`config.mk`:
```
export PLATFORM = sky130hd
export DESIGN_NAME = cfc_front
export DESIGN_NICKNAME = d
export VERILOG_FILES = /design/src/design/cfc_pkg.sv /design/src/design/cfc_front.sv
export SDC_FILE = /design/constraint.sdc
export NUM_CORES = 1
export LEC_CHECK = 0
export BUFFER_PORTS_ARGS = -buffer_cell sky130_fd_sc_hd__buf_2
export CORE_MARGIN = 3
export CORE_UTILIZATION = 40
export DETAILED_ROUTE_END_ITERATION = 8
export GPL_TIMING_DRIVEN = 0
export PLACE_DENSITY = 0.55
export SYNTH_ARGS = -nofsm -noshare
export SYNTH_HDL_FRONTEND = slang
export SYNTH_SLANG_ARGS = --single-unit
```
`constraint.sdc`:
```
create_clock -name aclk -period 15.91 [get_ports aclk]
set_clock_uncertainty 0.05 [all_clocks]
set_input_delay 0.7955 -clock aclk [delete_from_list [all_inputs] [get_ports aclk]]
set_output_delay 0.7955 -clock aclk [all_outputs]
set_load 0.1 [all_outputs]
```
`src/design/cfc_pkg.sv`:
```
// ----------------------------------------------------------------------------
// cfc_pkg
// Shared types and constants of the codon frame counter.
// ----------------------------------------------------------------------------
package cfc_pkg;

    localparam int POS_W   = 20;
    localparam int ROW_W   = 19;
    localparam int COL_W   = 7;
    localparam int QUAL_W  = 7;
    localparam int CODE_W  = 3;
    localparam int FRAMES  = 3;
    localparam int NCOLS   = 66;
    localparam int QDEPTH  = 4;

    // reciprocal of 3 scaled by 2^21, exact for 20-bit operands
    localparam logic [19:0] RECIP3 = 20'd699051;

    localparam logic [CODE_W-1:0] CODE_N   = 3'd4;
    localparam logic [CODE_W-1:0] CODE_GAP = 3'd5;

    localparam logic [COL_W-1:0] COL_GAP   = 7'd64;
    localparam logic [COL_W-1:0] COL_OTHER = 7'd65;

    localparam logic [1:0] ST_COUNTED = 2'd0;
    localparam logic [1:0] ST_DUP     = 2'd1;
    localparam logic [1:0] ST_RANGE   = 2'd2;

    localparam logic [6:0] THR_RESET  = 7'd30;
    localparam logic       REG_THR    = 1'b0;

    typedef struct packed {
        logic             valid;
        logic [1:0]       frame;
        logic [ROW_W-1:0] row;
        logic [COL_W-1:0] col;
        logic [1:0]       status;
    } cfc_event_t;

    typedef struct packed {
        cfc_event_t [FRAMES-1:0] ev;
    } cfc_bundle_t;

endpackage

```
`src/design/cfc_front.sv`:
```
// ----------------------------------------------------------------------------
// cfc_front
// Takes bases, works out codon rows and forms codons in three frames.
// ----------------------------------------------------------------------------
module cfc_front import cfc_pkg::*; #(
    parameter int CODON_ROWS = 8192
) (
    input  logic              aclk,
    input  logic              aresetn,
    input  logic              clr_busy,
    input  logic              s_valid,
    output logic              s_ready,
    input  logic [2:0]        s_base_code,
    input  logic [19:0]       s_ref_pos,
    input  logic [6:0]        s_base_quality,
    input  logic              s_read_end,
    input  logic [6:0]        threshold,
    input  logic              q_full,
    output logic              push,
    output cfc_bundle_t       push_bundle
);

    typedef struct packed {
        logic [CODE_W-1:0] code;
        logic [POS_W-1:0]  pos;
        logic [QUAL_W-1:0] qual;
        logic [ROW_W-1:0]  row;
        logic [1:0]        phase;
        logic              pz;
    } base_t;

    logic              a_valid_reg;
    logic [CODE_W-1:0] a_code_reg;
    logic [POS_W-1:0]  a_pos_reg;
    logic [QUAL_W-1:0] a_qual_reg;
    logic              a_end_reg;
    logic [ROW_W-1:0]  a_q_reg;

    base_t             pb_reg [FRAMES][2];
    base_t             pb_next [FRAMES][2];
    logic [1:0]        pcnt_reg [FRAMES];
    logic [1:0]        pcnt_next [FRAMES];
    logic [ROW_W-1:0]  lrow_reg [FRAMES];
    logic [ROW_W-1:0]  lrow_next [FRAMES];
    logic [FRAMES-1:0] lrv_reg;
    logic [FRAMES-1:0] lrv_next;

    logic [POS_W-1:0]  pos_m1;
    logic [39:0]       prod;
    logic [POS_W-1:0]  three_q;
    base_t             nb;
    logic              b_go;

    function automatic logic starts(base_t b, int f);
        return !b.pz && (b.phase == 2'(f));
    endfunction

    function automatic logic [COL_W-1:0] col_of(base_t b0, base_t b1, base_t b2);
        if (b0.code == CODE_GAP && b1.code == CODE_GAP && b2.code == CODE_GAP) begin
            return COL_GAP;
        end else if (b0.code < CODE_N && b1.code < CODE_N && b2.code < CODE_N) begin
            return {1'b0, b0.code[1:0], b1.code[1:0], b2.code[1:0]};
        end
        return COL_OTHER;
    endfunction

    assign pos_m1  = s_ref_pos - 20'd1;
    assign prod    = {20'd0, pos_m1} * {20'd0, RECIP3};
    assign s_ready = !clr_busy && (!a_valid_reg || !q_full);
    assign b_go    = a_valid_reg && !q_full;

    assign three_q  = {1'b0, a_q_reg} + {a_q_reg, 1'b0};
    assign nb.code  = a_code_reg;
    assign nb.pos   = a_pos_reg;
    assign nb.qual  = a_qual_reg;
    assign nb.row   = a_q_reg + 19'd1;
    assign nb.phase = 2'(a_pos_reg - 20'd1 - three_q);
    assign nb.pz    = (a_pos_reg == '0);

    always_comb begin
        base_t w0, w1, w2;
        logic  brk;
        for (int f = 0; f < FRAMES; f++) begin
            pb_next[f][0] = pb_reg[f][0];
            pb_next[f][1] = pb_reg[f][1];
            pcnt_next[f]  = pcnt_reg[f];
            lrow_next[f]  = lrow_reg[f];
            lrv_next[f]   = lrv_reg[f];
            push_bundle.ev[f] = '0;
            push_bundle.ev[f].frame = 2'(f);
            w0 = pb_reg[f][0];
            w1 = pb_reg[f][1];
            w2 = nb;
            brk = ({1'b0, w1.pos} > {1'b0, w0.pos} + 21'd1) ||
                  ({1'b0, w2.pos} > {1'b0, w1.pos} + 21'd1);
            unique case (pcnt_reg[f])
                2'd0: begin
                    if (starts(nb, f)) begin
                        pb_next[f][0] = nb;
                        pcnt_next[f]  = 2'd1;
                    end
                end
                2'd1: begin
                    pb_next[f][1] = nb;
                    pcnt_next[f]  = 2'd2;
                end
                default: begin
                    pcnt_next[f] = 2'd0;
                    if (brk) begin
                        // drop the first base and look for a new start
                        if (starts(w1, f)) begin
                            pb_next[f][0] = w1;
                            pb_next[f][1] = w2;
                            pcnt_next[f]  = 2'd2;
                        end else if (starts(w2, f)) begin
                            pb_next[f][0] = w2;
                            pcnt_next[f]  = 2'd1;
                        end
                    end else if (w0.qual >= threshold && w1.qual >= threshold &&
                                 w2.qual >= threshold) begin
                        push_bundle.ev[f].valid = 1'b1;
                        push_bundle.ev[f].row   = w0.row;
                        push_bundle.ev[f].col   = col_of(w0, w1, w2);
                        if (lrv_reg[f] && lrow_reg[f] == w0.row) begin
                            push_bundle.ev[f].status = ST_DUP;
                        end else if ({1'b0, w0.row} >= 20'(CODON_ROWS)) begin
                            push_bundle.ev[f].status = ST_RANGE;
                        end else begin
                            push_bundle.ev[f].status = ST_COUNTED;
                        end
                        lrow_next[f] = w0.row;
                        lrv_next[f]  = 1'b1;
                    end
                end
            endcase
            if (a_end_reg) begin
                pcnt_next[f] = 2'd0;
                lrv_next[f]  = 1'b0;
            end
        end
    end

    assign push = b_go && (push_bundle.ev[0].valid || push_bundle.ev[1].valid ||
                           push_bundle.ev[2].valid);

    always_ff @(posedge aclk) begin
        if (!aresetn) begin
            a_valid_reg <= 1'b0;
            lrv_reg     <= '0;
            for (int f = 0; f < FRAMES; f++) begin
                pcnt_reg[f] <= 2'd0;
            end
        end else begin
            if (s_ready) begin
                a_valid_reg <= s_valid;
            end
            if (b_go) begin
                lrv_reg <= lrv_next;
                for (int f = 0; f < FRAMES; f++) begin
                    pcnt_reg[f] <= pcnt_next[f];
                end
            end
        end
    end

    always_ff @(posedge aclk) begin
        if (s_valid && s_ready) begin
            a_code_reg <= s_base_code;
            a_pos_reg  <= s_ref_pos;
            a_qual_reg <= s_base_quality;
            a_end_reg  <= s_read_end;
            a_q_reg    <= prod[39:21];
        end
        if (b_go) begin
            for (int f = 0; f < FRAMES; f++) begin
                pb_reg[f][0] <= pb_next[f][0];
                pb_reg[f][1] <= pb_next[f][1];
                lrow_reg[f]  <= lrow_next[f];
            end
        end
    end

endmodule

```
==> results_dict.tcl <==
set metrics [dict create \
    hold_buffers 0 \
    grt_max_degree 53 \
    fin_nets 3501 \
    initial_utilization_pct 40.6 \
    dp_hpwl_um 66800 \
    r2r_cells 15 \
    hold_depth 1 \
    synthToLayoutAreaGrowth_pct 12.7 \
    ys_seq_elements 420 \
    rsz0062_at_grt "no" \
    yosys_warnings 0 \
    status "finished, final reports clean" \
    worst-path-buf-inv 7 \
    first_iter_violations 1564 \
    cts_resized 0 \
    postCtsSetupRepairBufs 0 \
    synth_top_family_by_area "adder cells" \
    max_stage_delay_ps 1000 \
    ys_seq_area_share_pct 41.4 \
    hp-start "s_base_quality[0]" \
    multi_input_area_sq_um 16400 \
    synth-simple-area-share_pct 11.8 \
    htreeDepth 2 \
    reg2reg_to "lrow_reg[0][22]" \
    route.vias.total 21500 \
    finish.utilization_pct 45.7 \
    ys_async_sr_fraction_pct 0 \
    cts_tree "yes" \
    layout_setup_ws_ps 6780 \
    antenna_found_initial 2 \
    tns_ps 0 \
    synthAdderAreaFrac_pct 23.7 \
    grt_usage_pct 21.9 \
    antenna_left 0 \
    synth_edf_count 416 \
    io_buffers 131 \
    std_cell_rows 100 \
    die_w_um 281 \
    critical_path_class "input pin to flip-flop" \
    r2r-start "pb_reg[1][30]" \
    finalWeightedCongestion 0.879 \
    netlist_area_sq_um 30400 \
    dieHeight_um 281 \
    final_hold_viol_count 0 \
    regArea_sq_um 12600 \
    wl_per_cell_um 21.9 \
    worstPathRequired_ps 16170 \
    ys_types 70 \
    cp_slowest_cell "xnor2_1" \
    synthFlopType "edfxtp_1" \
    cp-start-kind "input pin" \
    setup_viol 0 \
    worst_ep_arrival_time_ps 9390 \
    slew_viol_final 0 \
    vdd_drop_max_v 0.000172 \
    vias_per_cell 5.41 \
    drt_wl_total_um 86900 \
    max_freq_ghz 0.110 \
    fin_crit_sh_pct 57.4 \
    leakagePower_nw 14.7 \
    hold_end "a_qual_reg[0]" \
    synth_xor_area_share_pct 6.66 \
    critPathMaxFanout 10 \
    clock_latency_ps 610 \
    layout_common_cells "edfxtp_1 (416), ha_1 (359), inv_1 (297)" \
    ios 138 \
    period_minus_slack_ps 9130 \
    syn_inst 2766 \
    maxCapViolCount 0 \
    power_per_cell_area_nw_per_um2 171 \
    crit_path_end_kind "flip-flop" \
    diodes 0 \
    largest_register_ffs 303 \
    cp_num_cells 30 \
    worst_pin_slew_ps 1300 \
    cts_sinks 420 \
    critPathTopFamily "adder cells" \
    overflow 0 \
    clockRootBuffer "clkbuf_16" \
    r2r_slack_ps 10680 \
    synth_compound_area_share_pct 8.58 \
    layout_commonest_cell "edfxtp_1" \
    dr.pass1.iters 5 \
    grt_pass1_wl_um 133000 \
    hp-class "input pin to flip-flop" \
    nFillCells 7016 \
    place_ws_ps 6060 \
    drive_gt1_share_pct 8.90 \
    clockBufferDepth 3 \
    drc_errors 0 \
    syn_avg_cell_area_sq_um 11.0 \
    core_area_sq_um 74800 \
    dieArea_sq_um 79200 \
    yosys-mux-area-fraction_pct 3.03 \
    slew-limit-headroom_pct 13.0 \
    grt_pass1_vias 22000 \
    cts_buffers 44 \
    clkTransAtPathRegs_ps 60 \
]
Yosys cell counts (6+ instances only):
master | number | area (sq um)
a31oi_1 | 7 | 43.8
nor4_1 | 21 | 131
nand2_1 | 223 | 837
a21o_1 | 73 | 548
nand4_1 | 55 | 344
o21ai_0 | 171 | 856
ha_1 | 359 | 4490
xnor2_1 | 91 | 797
and2_1 | 73 | 457
and3_1 | 47 | 294
nand3_1 | 74 | 370
xor2_1 | 138 | 1210
edfxtp_1 | 416 | 12500
buf_2 | 13 | 65.1
a21oi_1 | 116 | 581
nand2b_1 | 16 | 100
nor2b_1 | 20 | 125
nor2_1 | 130 | 488
fa_1 | 135 | 2700
clkbuf_1 | 50 | 188
and4_1 | 11 | 96.3
mux2i_1 | 92 | 921
o21a_1 | 16 | 120
inv_1 | 297 | 1110
buf_4 | 7 | 52.6
nor3_1 | 18 | 90.1
o31ai_1 | 6 | 45.0
routing by layer:
metal | GRT usage (%) | wire length (um) | part of all wire, %
met2 | 36.9 | 41000 | 47
met3 | 2.72 | 4510 | 5.2
met1 | 29.8 | 38800 | 45
met4 | 6.54 | 2630 | 3.0
met5 | 0 | 0 | 0
kinds of logic after synthesis:
family | after synthesis
buf+inv | 372
flops | 420
simple gates | 719
compound gates | 437
fa+ha+maj | 494
other cells | 2
xor+xnor | 230
mux | 92
cell type report:
| type | count | area share [%] |
|---|---|---|
| Clock buffer | 48 | 3.26 |
| Inverter | 297 | 3.26 |
| Timing Repair Buffer | 148 | 2.69 |
| Clock inverter | 33 | 1.53 |
| Tap cell | 969 | 3.54 |
| Multi-Input combinational cell | 1978 | 48.0 |
| Buffer | 75 | 0.955 |
| Sequential cell | 420 | 36.8 |
power by group:
group          switching, W  internal [W]
clock              0.000464      0.000710
sequential        0.0000678       0.00146
combinational       0.00187       0.00127
total               0.00240       0.00344
per-stage QoR:
| stage | hold WS [ps] | cell area, sq um | cells | power, W |
|---|---|---|---|---|
| floorplan | 390 | 30400 | 2770 | 0.00383 |
| global placement | 404 | 32200 | 3870 | 0.00463 |
| detailed placement | 412 | 32600 | 3887 | 0.00470 |
| CTS | 286 | 34200 | 3968 | 0.00590 |
| global route | 294 | 34200 | 3968 | 0.00636 |
| finish | 313 | 34200 | 3968 | 0.00584 |
how the worst max path moves through the flow:
stage | slack, ps | to | start
floorplan | 7560 | push_bundle[2] | pb_reg[0][83]
global placement | 3890 | pb_reg[0][93] | pb_reg[0][83]
detailed placement | 6060 | a_q_reg[11] | s_ref_pos[0]
CTS | 6710 | a_q_reg[11] | s_ref_pos[0]
global route | 6100 | a_q_reg[9] | s_ref_pos[0]
finish | 6780 | a_q_reg[8] | s_ref_pos[0]
No activity file was read; power rests on OpenSTA's default activity.
