### src/design/cfc_pkg.sv
// ----------------------------------------------------------------------------
// cfc_pkg
// Shared types and constants of the codon frame counter.
// ----------------------------------------------------------------------------
package cfc_pkg;

    localparam int POS_W   = 20;
    localparam int ROW_W   = 19;
    localparam int COL_W   = 7;
    localparam int QUAL_W  = 7;
    localparam int CODE_W  = 3;
    localparam int FRAMES  = 3;
    localparam int NCOLS   = 66;
    localparam int QDEPTH  = 4;

    // reciprocal of 3 scaled by 2^21, exact for 20-bit operands
    localparam logic [19:0] RECIP3 = 20'd699051;

    localparam logic [CODE_W-1:0] CODE_N   = 3'd4;
    localparam logic [CODE_W-1:0] CODE_GAP = 3'd5;

    localparam logic [COL_W-1:0] COL_GAP   = 7'd64;
    localparam logic [COL_W-1:0] COL_OTHER = 7'd65;

    localparam logic [1:0] ST_COUNTED = 2'd0;
    localparam logic [1:0] ST_DUP     = 2'd1;
    localparam logic [1:0] ST_RANGE   = 2'd2;

    localparam logic [6:0] THR_RESET  = 7'd30;
    localparam logic       REG_THR    = 1'b0;

    typedef struct packed {
        logic             valid;
        logic [1:0]       frame;
        logic [ROW_W-1:0] row;
        logic [COL_W-1:0] col;
        logic [1:0]       status;
    } cfc_event_t;

    typedef struct packed {
        cfc_event_t [FRAMES-1:0] ev;
    } cfc_bundle_t;

endpackage

### src/design/cfc_queue.sv
// ----------------------------------------------------------------------------
// cfc_queue
// Short queue of codon bundles between the front and the counter stage.
// ----------------------------------------------------------------------------
module cfc_queue import cfc_pkg::*; (
    input  logic        aclk,
    input  logic        aresetn,
    input  logic        push,
    input  cfc_bundle_t push_bundle,
    output logic        full,
    input  logic        pop,
    output logic        head_valid,
    output cfc_bundle_t head
);

    localparam int PW = $clog2(QDEPTH);

    cfc_bundle_t   mem_reg [QDEPTH];
    logic [PW-1:0] wr_ptr_reg;
    logic [PW-1:0] rd_ptr_reg;
    logic [PW:0]   cnt_reg;

    assign full       = (cnt_reg == (PW+1)'(QDEPTH));
    assign head_valid = (cnt_reg != '0);
    assign head       = mem_reg[rd_ptr_reg];

    always_ff @(posedge aclk) begin
        if (!aresetn) begin
            wr_ptr_reg <= '0;
            rd_ptr_reg <= '0;
            cnt_reg    <= '0;
        end else begin
            if (push) begin
                wr_ptr_reg <= wr_ptr_reg + 1'b1;
            end
            if (pop) begin
                rd_ptr_reg <= rd_ptr_reg + 1'b1;
            end
            cnt_reg <= cnt_reg + (PW+1)'(push) - (PW+1)'(pop);
        end
    end

    always_ff @(posedge aclk) begin
        if (push) begin
            mem_reg[wr_ptr_reg] <= push_bundle;
        end
    end

endmodule

### config.mk
export PLATFORM = sky130hd
export DESIGN_NAME = cfc_queue
export DESIGN_NICKNAME = d
export VERILOG_FILES = /design/src/design/cfc_pkg.sv /design/src/design/cfc_queue.sv
export SDC_FILE = /design/constraint.sdc
export NUM_CORES = 1
export LEC_CHECK = 0
export ABC_AREA = 0
export BUFFER_PORTS_ARGS = -buffer_cell sky130_fd_sc_hd__buf_2
export CORE_ASPECT_RATIO = 1.5
export CORE_MARGIN = 3
export CORE_UTILIZATION = 35
export CTS_CLUSTER_SIZE = 24
export DETAILED_ROUTE_END_ITERATION = 8
export GPL_ROUTABILITY_DRIVEN = 0
export HOLD_SLACK_MARGIN = 0.02
export PLACE_DENSITY = 0.55
export SLEW_MARGIN = 30
export SYNTH_ARGS = -nofsm -noshare
export SYNTH_HDL_FRONTEND = slang
export SYNTH_SLANG_ARGS = --single-unit
### constraint.sdc
create_clock -name aclk -period 5.12 [get_ports aclk]
set_input_delay 0.256 -clock aclk [delete_from_list [all_inputs] [get_ports aclk]]
set_output_delay 0.256 -clock aclk [all_outputs]
set_load 0.1 [all_outputs]
==> flow_summary.toml, run 1 <==
[yosys]
ys_types = 20
synth_seq_cells = 381
synth_warnings = 0
synth_xor_area_frac = 0.00298
synth_top_area_share = 0.806
synthAdderAreaFrac = 0.00686
synth_nets = 632
synth_flop_cell = "edfxtp_1"
syn_area_um2 = 13900
synth_top_family_by_area = "multiplexers"
synthMuxAreaShare = 0.152
synth_top_cell_by_area = "edfxtp_1"
synth_cells = 528
synth_area_leaders = "edfxtp_1, mux4_2, dfxtp_1"
syn_area_per_cell_um2 = 26.3
synth_compound_area_frac = 0.00108
synthSimpleGateAreaFrac = 0.00551
synth-async-reset-ratio = 0
seq_area_frac_synth = 0.819
synth_edf_count = 372

[route]
wl_per_cell_um = 20.5
wl_um = 28000
drt-pass1-iter-count = 4
via_per_inst = 4.80
drtIter0Drc = 352
vias = 6549
antenna_left = 0
drc = 0

[placed_design]
pre_cts_ws_ns = 2.35
dp_hpwl_um = 16600
port_buffers = 191

[critical_path]
worstSetupStartpointType = "register"
path_class = "reg -> out"
required_ns = 4.86
cp_data_arrival_time_ns = 2.90
crit_fanout = 53
end_kind = "output port"

[sta]
finalMaxSlewViolations = 0
worst_slew_pin_slew_ns = 0.866
maxSlewHeadroom = 0.423
finalCritPeriodShare = 0.617
finalCriticalPeriod_ns = 3.16
fmax_mhz = 317
setup_viol_count_final = 0
finalSetupTns_ns = 0
hold_viol_final = 0
rsz0062_at_grt = "false"
fin_ws_ns = 1.96
fin_skew_ns = 0.0169

[global_routing]
use_met1 = 0.156
grtUsageMet3 = 0.0301
grt_pass1_vias = 7473
grt_max_degree = 54
use_met2 = 0.241
busiest_layer = "met2"
track_usage = 0.133
grt_pass1_wl_um = 43100
grt_antenna_before_repair = 3
grt-ovfl-total = 0

[pwr]
peakVddDrop_v = 0.000416
finalPower_w = 0.00772
p_per_area_nw_per_um2 = 441
p_leak_nw = 5.92

[clocking]
cts_resized = 0
clk_pin_slew_worst_paths_ns = 0.06
cts_buffers = 37
cts_tree = "built"
cts_buffer_depth = 3
htree_levels = 2
clockRootBuffer = "clkbuf_16"
postCtsSetupRepairBufs = 0
cts_sinks = 381
insertion_delay_ns = 0.52

[floorplan]
coreArea_um2 = 38800
initial_utilization = 0.358
io_pins = 192
die_area_um2 = 42100
fp-row-count = 88
die_w_um = 168
fp.dieH_um = 250

[run_status]
status = "complete, no violations"

[worst_hold_path]
min_path_type = "in -> reg"

[flow_run]
cap_violations = 0

[layout]
largest_register_ff_count = 372
drive_gt1_frac = 0.404
nets = 944
syn_to_final_growth_pct = 26.3
[through the flow]
stage	std cells	hold slack [ns]	utilization	cell area [um^2]
2_1_floorplan	528	0.355	-	13900
3_3_place_gp	1201	0.464	0.397	15400
3_5_place_dp	1202	0.472	0.397	15400
4_1_cts	1364	0.0423	0.452	17500
5_1_grt	1364	0.0607	0.452	17500
6_report	1365	0.0696	0.452	17500
[layer usage]
metal	vias to the layer above	share of wire
met5	-	0.00096
met4	4	0.023
met3	42	0.050
met2	167	0.53
met1	3442	0.39
li1	2894	-
[placed cells by master (no fill, tap or decap), types with 2 or more instances in the layout]
master / Yosys / layout
mux4_2: 93 / 93
buf_4: 2 / 6
clkbuf_1: 2 / 8
clkinv_1: 0 / 8
nor2_1: 5 / 5
xnor2_1: 2 / 2
and2_4: 0 / 4
edfxtp_1: 372 / 372
inv_1: 7 / 7
dlygate4sd3_1: 0 / 94
buf_2: 8 / 191
bufinv_16: 0 / 2
dfxtp_1: 9 / 7
and2_1: 6 / 2
clkbuf_16: 0 / 39
dfxtp_4: 0 / 2
clkinv_4: 0 / 2
ha_1: 6 / 6
clkinv_2: 0 / 6
[synthesized netlist by cell type (all sizes together) (2+ instances only)]
| library cell | instances |
|---|---|
| clkbuf | 2 |
| and2 | 6 |
| inv | 7 |
| edfxtp | 372 |
| dfxtp | 9 |
| buf | 18 |
| xnor2 | 2 |
| nor2 | 5 |
| ha | 6 |
| mux4 | 93 |
[logic make-up after synthesis]
kind of cell	count (synthesis)
multiplexers	94
buffers and inverters	27
XOR/XNOR	3
flip-flops	381
AO/OA/AOI/OAI	2
adder cells (fa/ha/maj)	7
AND/OR/NAND/NOR	14
[where the power goes]
part	internal [W]	leakage (nW)	switching, W
clock	0.00151	0.574	0.00109
sequential	0.00359	3.49	0.0000624
combinational	0.000343	1.85	0.00113
total	0.00544	5.92	0.00228
[worst paths after layout]
path | startpoint | endpoint | slack, ns | cells past startpoint
worst min-delay path | pop | register | 0.07 | 3
worst max register to register | wr_ptr_reg[0] | mem_reg[0][49] | 2.71 | 4
worst min register to register | rd_ptr_reg[1] | register | 0.53 | 2
worst max-delay path | register | head[75] | 1.96 | 3
[worst max-delay path, cell delays in order, from the launching register on]
cell     delay (ns)
dfxtp_4        0.92
buf_12         0.46
mux4_2         0.60
buf_2          0.31
[what timing repair did]
item                                    CTS  global route
endpoints found under the setup margin    0             0
hold buffers                             94             0
hold endpoints to repair                374             0
[layout make-up]
| class | count | area (um^2) |
|---|---|---|
| Clock buffer | 48 | 1020 |
| Fill cell | 3314 | 21200 |
| Sequential cell | 381 | 11400 |
| Clock inverter | 20 | 154 |
| Inverter | 7 | 26.3 |
| Antenna cell | 1 | 2.50 |
| Timing Repair Buffer | 293 | 1990 |
| Multi-Input combinational cell | 120 | 2340 |
| Tap cell | 495 | 619 |
Power figures use the tool's default switching activity.
==> run 2, diff against run 1 <==
PLACE_DENSITY = 0.57   (was 0.55)
clock period = 2.85 ns   (was 5.12 ns; I/O delays follow)
==> run 2 against run 1 <==
Effect of this change:
- power grew 80%
- hold slack gained 0.30 ns
- die area is the same
- register-to-register slack lost 1.7 ns
- sequential share of layout area shrank 0.63 points
- first-iteration DRC count grew 31%
- routed wire length shrank 2.5%
- final cell count grew 0.44%
- critical endpoint is now head[89]
- largest cell class unchanged
==> flow_summary.toml, run 2 (same netlist as run 1, synthesis figures left out) <==
[route]
drtIter0Drc = 462
antenna_left = 0
drt-pass1-iter-count = 4
vias = 6485
wl_um = 27300
via_per_inst = 4.73
wl_per_cell_um = 19.9
drc = 0

[sta]
finalCriticalPeriod_ns = 2.33
fmax_mhz = 430
maxSlewHeadroom = 0.590
worst_slew_pin_slew_ns = 0.615
finalCritPeriodShare = 0.816
fin_skew_ns = 0.00910
hold_viol_final = 0
finalSetupTns_ns = 0
finalMaxSlewViolations = 0
rsz0062_at_grt = "false"
setup_viol_count_final = 0

[global_routing]
grtUsageMet3 = 0.0241
grt_pass1_vias = 7239
grt-ovfl-total = 0
grt_max_degree = 54
grt_antenna_before_repair = 1
use_met2 = 0.237
busiest_layer = "met2"
track_usage = 0.132
use_met1 = 0.159
grt_pass1_wl_um = 42500

[layout]
final_cell_mix = "edfxtp_1, buf_2, dlygate4sd3_1"
final_common_cell = "edfxtp_1"
multi_input_area_um2 = 2340
nets = 952
final_cells = 1371
drive_gt1_frac = 0.407
ff_latch_area_um2 = 11400
final_core_util = 0.456
fill_cells = 3262
syn_to_final_growth_pct = 27.6
largest_register_ff_count = 372

[critical_path]
crit_chain = "buf_12 -> mux4_2 -> buf_2"
crit_fanout = 49
critPathSlowestCell = "mux4_2"
end_kind = "output port"
cpPeakStageDelay_ns = 0.58
worstSetupStartpointType = "register"
cp_data_arrival_time_ns = 2.18
path_class = "reg -> out"
required_ns = 2.71

[placed_design]
dp_hpwl_um = 16200
port_buffers = 191
dp.cells = 1207

[clocking]
cts_resized = 0
insertion_delay_ns = 0.51
cts_sinks = 381
clk_pin_slew_worst_paths_ns = 0.06
cts_buffers = 38
htree_levels = 2
cts_buffer_depth = 3
cts_tree = "built"
postCtsSetupRepairBufs = 0
clockRootBuffer = "clkbuf_16"

[floorplan]
coreArea_um2 = 38800
fp.dieH_um = 250
die_area_um2 = 42100
initial_utilization = 0.358
die_w_um = 168
fp-row-count = 88
io_pins = 192

[pwr]
p_per_area_nw_per_um2 = 787
p_leak_nw = 5.99
peakVddDrop_v = 0.000703

[run_status]
status = "complete, no violations"

[worst_hold_path]
min_path_type = "in -> reg"

[flow_run]
cap_violations = 0
[run 2: cell count changes in the layout (fill, tap and decap cells not counted)]
cell / delta
buf_12: +11
buf_4: -5
clkinv_1: -3
clkbuf_1: +2
dlygate4sd3_1: +2
buf_16: -1
clkinvlp_4: -1
inv_6: +1
[run 2: area by class of cell]
class / instances / area share
sequential: 381 / 0.642
timing repair buffer: 300 / 0.122
antenna: 1 / 0.000142
clock buffer: 50 / 0.0581
inverter: 7 / 0.00149
tap: 495 / 0.0350
clock inverter: 17 / 0.00814
multi-input combinational: 120 / 0.132
[run 2: layer usage]
metal	routed length, um	up-vias
met4	685	0
li1	-	2910
met2	14600	161
met3	1270	47
met1	10800	3367
met5	0	-
[run 2: power by group]
group          leakage, nW  switching, W  internal, W
Sequential            3.49     0.0000620      0.00644
Combinational         1.92       0.00207     0.000645
Clock                0.576       0.00197      0.00273
[run 2: path summary, 6_finish.rpt]
check | from | end | slack, ns | depth (start not counted)
max | register | head[89] | 0.52 | 3
min | push_bundle[50] | mem_reg[0][50] | 0.37 | 2
max reg2reg | wr_ptr_reg[0] | mem_reg[3][20] | 1.05 | 3
min reg2reg | rd_ptr_reg[1] | register | 0.54 | 2
[run 2: what timing repair did]
| action | in CTS | in global routing |
|---|---|---|
| hold buffers | 96 | 0 |
| setup endpoints to repair | 0 | 0 |
| endpoints found under the hold margin | 381 | 0 |
[run 2: through the flow]
step / setup WS [ns] / instance area, um^2 / hold WS, ns / total power [W]
2_1_floorplan: 0.717 / 13900 / 0.241 / 0.00876
3_5_place_dp: 1.00 / 15500 / 0.360 / 0.00928
6_report: 0.525 / 17700 / 0.368 / 0.0139
3_3_place_gp: 1.01 / 15500 / 0.357 / 0.00925
5_1_grt: 0.373 / 17700 / 0.368 / 0.0145
4_1_cts: 0.437 / 17700 / 0.340 / 0.0141
[run 2: critical path: cells and delay by family (launching register included)]
kind	cells	cell delay, ns
flops	1	0.37
buf+inv	2	0.65
mux	1	0.58
==> run 3, diff against run 2 <==
PLACE_DENSITY = 0.55   (was 0.57)
clock period = 2.4 ns   (was 2.85 ns; I/O delays follow)
==> run 3 against run 2 <==
Effect of this change:
- clock skew grew 0.0094 ns
- global-route usage grew 0.33 points
- via count grew 1.4%
- first-iteration DRC count shrank 19%
- setup slack lost 0.43 ns
- routed wire length grew 2.6%
- die area is the same
- final cell count is essentially flat
==> flow_summary.toml, run 3 (same netlist as run 1, synthesis figures left out) <==
[run_status]
status = "complete, no violations"

[pwr]
p_comb_frac = 0.196
p_per_area_nw_per_um2 = 939
p_leak_nw = 6.01
p_switching_w = 0.00493
pwr-share-clk = 0.340
seqPwrFrac = 0.464
finalPower_w = 0.0167
swShare = 0.296
power.internal_w = 0.0117
peakVddDrop_v = 0.000712

[sta]
fmax_mhz = 434
maxSlewHeadroom = 0.617
finalCritPeriodShare = 0.961
finalCriticalPeriod_ns = 2.31
fin_skew_ns = 0.0185
worst_slew_pin_slew_ns = 0.575
hold_viol_final = 0
finalSetupTns_ns = 0
rsz0062_at_grt = "true"
setup_viol_count_final = 0
finalMaxSlewViolations = 0

[placed_design]
dp.cells = 1207
port_buffers = 191
dp_hpwl_um = 16700

[critical_path]
cpPeakStageDelay_ns = 0.59
cp_data_arrival_time_ns = 2.19
critical-path-top-delay-family = "buffers and inverters"
required_ns = 2.28
path_class = "reg -> out"
crit_fanout = 28
worstSetupStartpointType = "register"
end_kind = "output port"
critPathSlowestCell = "mux4_2"
reg2reg_from = "cnt_reg[0]"
crit_chain = "buf_12 -> mux4_2 -> buf_2"
path_buf_inv = 2

[route]
wl_per_cell_um = 20.4
dr_wl_met3_um = 1130
drt-pass1-iter-count = 4
vias = 6579
wl_um = 28000
met2_wirelength_um = 15800
antenna_left = 0
met1_length_um = 10400
drc = 0
via_per_inst = 4.80
routed.top_layer = "met5"
drtIter0Drc = 372

[clocking]
insertion_delay_ns = 0.54
cts_buffers = 37
cts_sinks = 381
clk_pin_slew_worst_paths_ns = 0.06
cts_buffer_depth = 3
cts_tree = "built"
htree_levels = 2
clockRootBuffer = "clkbuf_16"

[floorplan]
fp.dieH_um = 250
fp-row-count = 88
die_w_um = 168
coreArea_um2 = 38800
io_pins = 192
die_area_um2 = 42100
initial_utilization = 0.358

[layout]
nets = 954
drive_gt1_frac = 0.414
final_cells = 1372
largest_register_ff_count = 372
final_cell_mix = "edfxtp_1, buf_2, dlygate4sd3_1"
antennaDiodeCount = 0
final_common_cell = "edfxtp_1"
syn_to_final_growth_pct = 28.1

[global_routing]
track_usage = 0.135
grt-ovfl-total = 0
grt_max_degree = 65
grt_pass1_wl_um = 43600
grt_pass1_vias = 7476
grt_antenna_before_repair = 1

[flow_run]
cap_violations = 0

[worst_hold_path]
min_path_type = "in -> reg"
hold_start = "push_bundle[65]"
==> run 3: cell count changes in the layout (fill, tap and decap cells not counted), sizes merged <==
| cell | before | now |
|---|---|---|
| diode | 1 | 0 |
| bufinv | 2 | 4 |
| clkinvlp | 0 | 4 |
| clkbuf | 50 | 45 |
| bufbuf | 0 | 1 |
==> run 3: worst register-to-register path, cell delays in order (launching register included) <==
cell and delay, ns:
dfxtp_1 0.33, inv_1 0.06, ha_1 0.26, inv_1 0.04
ha_1 0.19, fa_1 0.39, xor3_1 0.20, nor2_1 0.11
==> run 3: cell type report <==
class                   instances  area (um^2)
clock buffers                  43          948
clock inverters                23          250
fillers                      3262        21000
inverters                       7         26.3
multi-input cells             120         2340
flip-flops and latches        381        11400
well taps                     495          619
repair buffers                303         2210
==> run 3: path summary, 6_finish.rpt <==
path	slack (ns)	endpoint	depth (start not counted)
worst min register to register	0.54	register	2
worst min-delay path	0.34	mem_reg[1][65]	2
worst max register to register	0.76	cnt_reg[2]	7
worst max-delay path	0.09	head[82]	3
==> run 3: per-stage QoR <==
step | instance area [um^2] | util | setup slack [ns] | hold WS [ns]
2_1_floorplan | 13900 | - | 0.267 | 0.219
3_3_place_gp | 15500 | 0.401 | 0.504 | 0.328
3_5_place_dp | 15500 | 0.401 | 0.477 | 0.338
4_1_cts | 17700 | 0.458 | 0.00115 | 0.314
5_1_grt | 17800 | 0.458 | -0.00654 | 0.334
6_report | 17800 | 0.458 | 0.0940 | 0.342
==> run 3: power groups by stage <==
stage / combinational (W) / clock, W / sequential (W)
6_report: 0.00327 / 0.00566 / 0.00774
5_1_grt: 0.00340 / 0.00611 / 0.00776
4_1_cts: 0.00331 / 0.00586 / 0.00774
3_5_place_dp: 0.00314 / 0 / 0.00789
3_3_place_gp: 0.00311 / 0 / 0.00787
2_1_floorplan: 0.00255 / 0 / 0.00785
==> run 3: layer usage <==
metal,up-vias,track usage
met3,42,0.0241
met5,-,0
met2,161,0.252
li1,2913,-
met4,2,0.0458
met1,3461,0.154
==> run 3: repair_timing <==
action | 4_1_cts | 5_1_grt
endpoints found under the setup margin | 53 | 9
gates resized for setup | 1 | 8
hold buffers | 96 | 0
setup buffers | 2 | 0
endpoints found under the hold margin | 381 | 0
cloned | 1 | 0
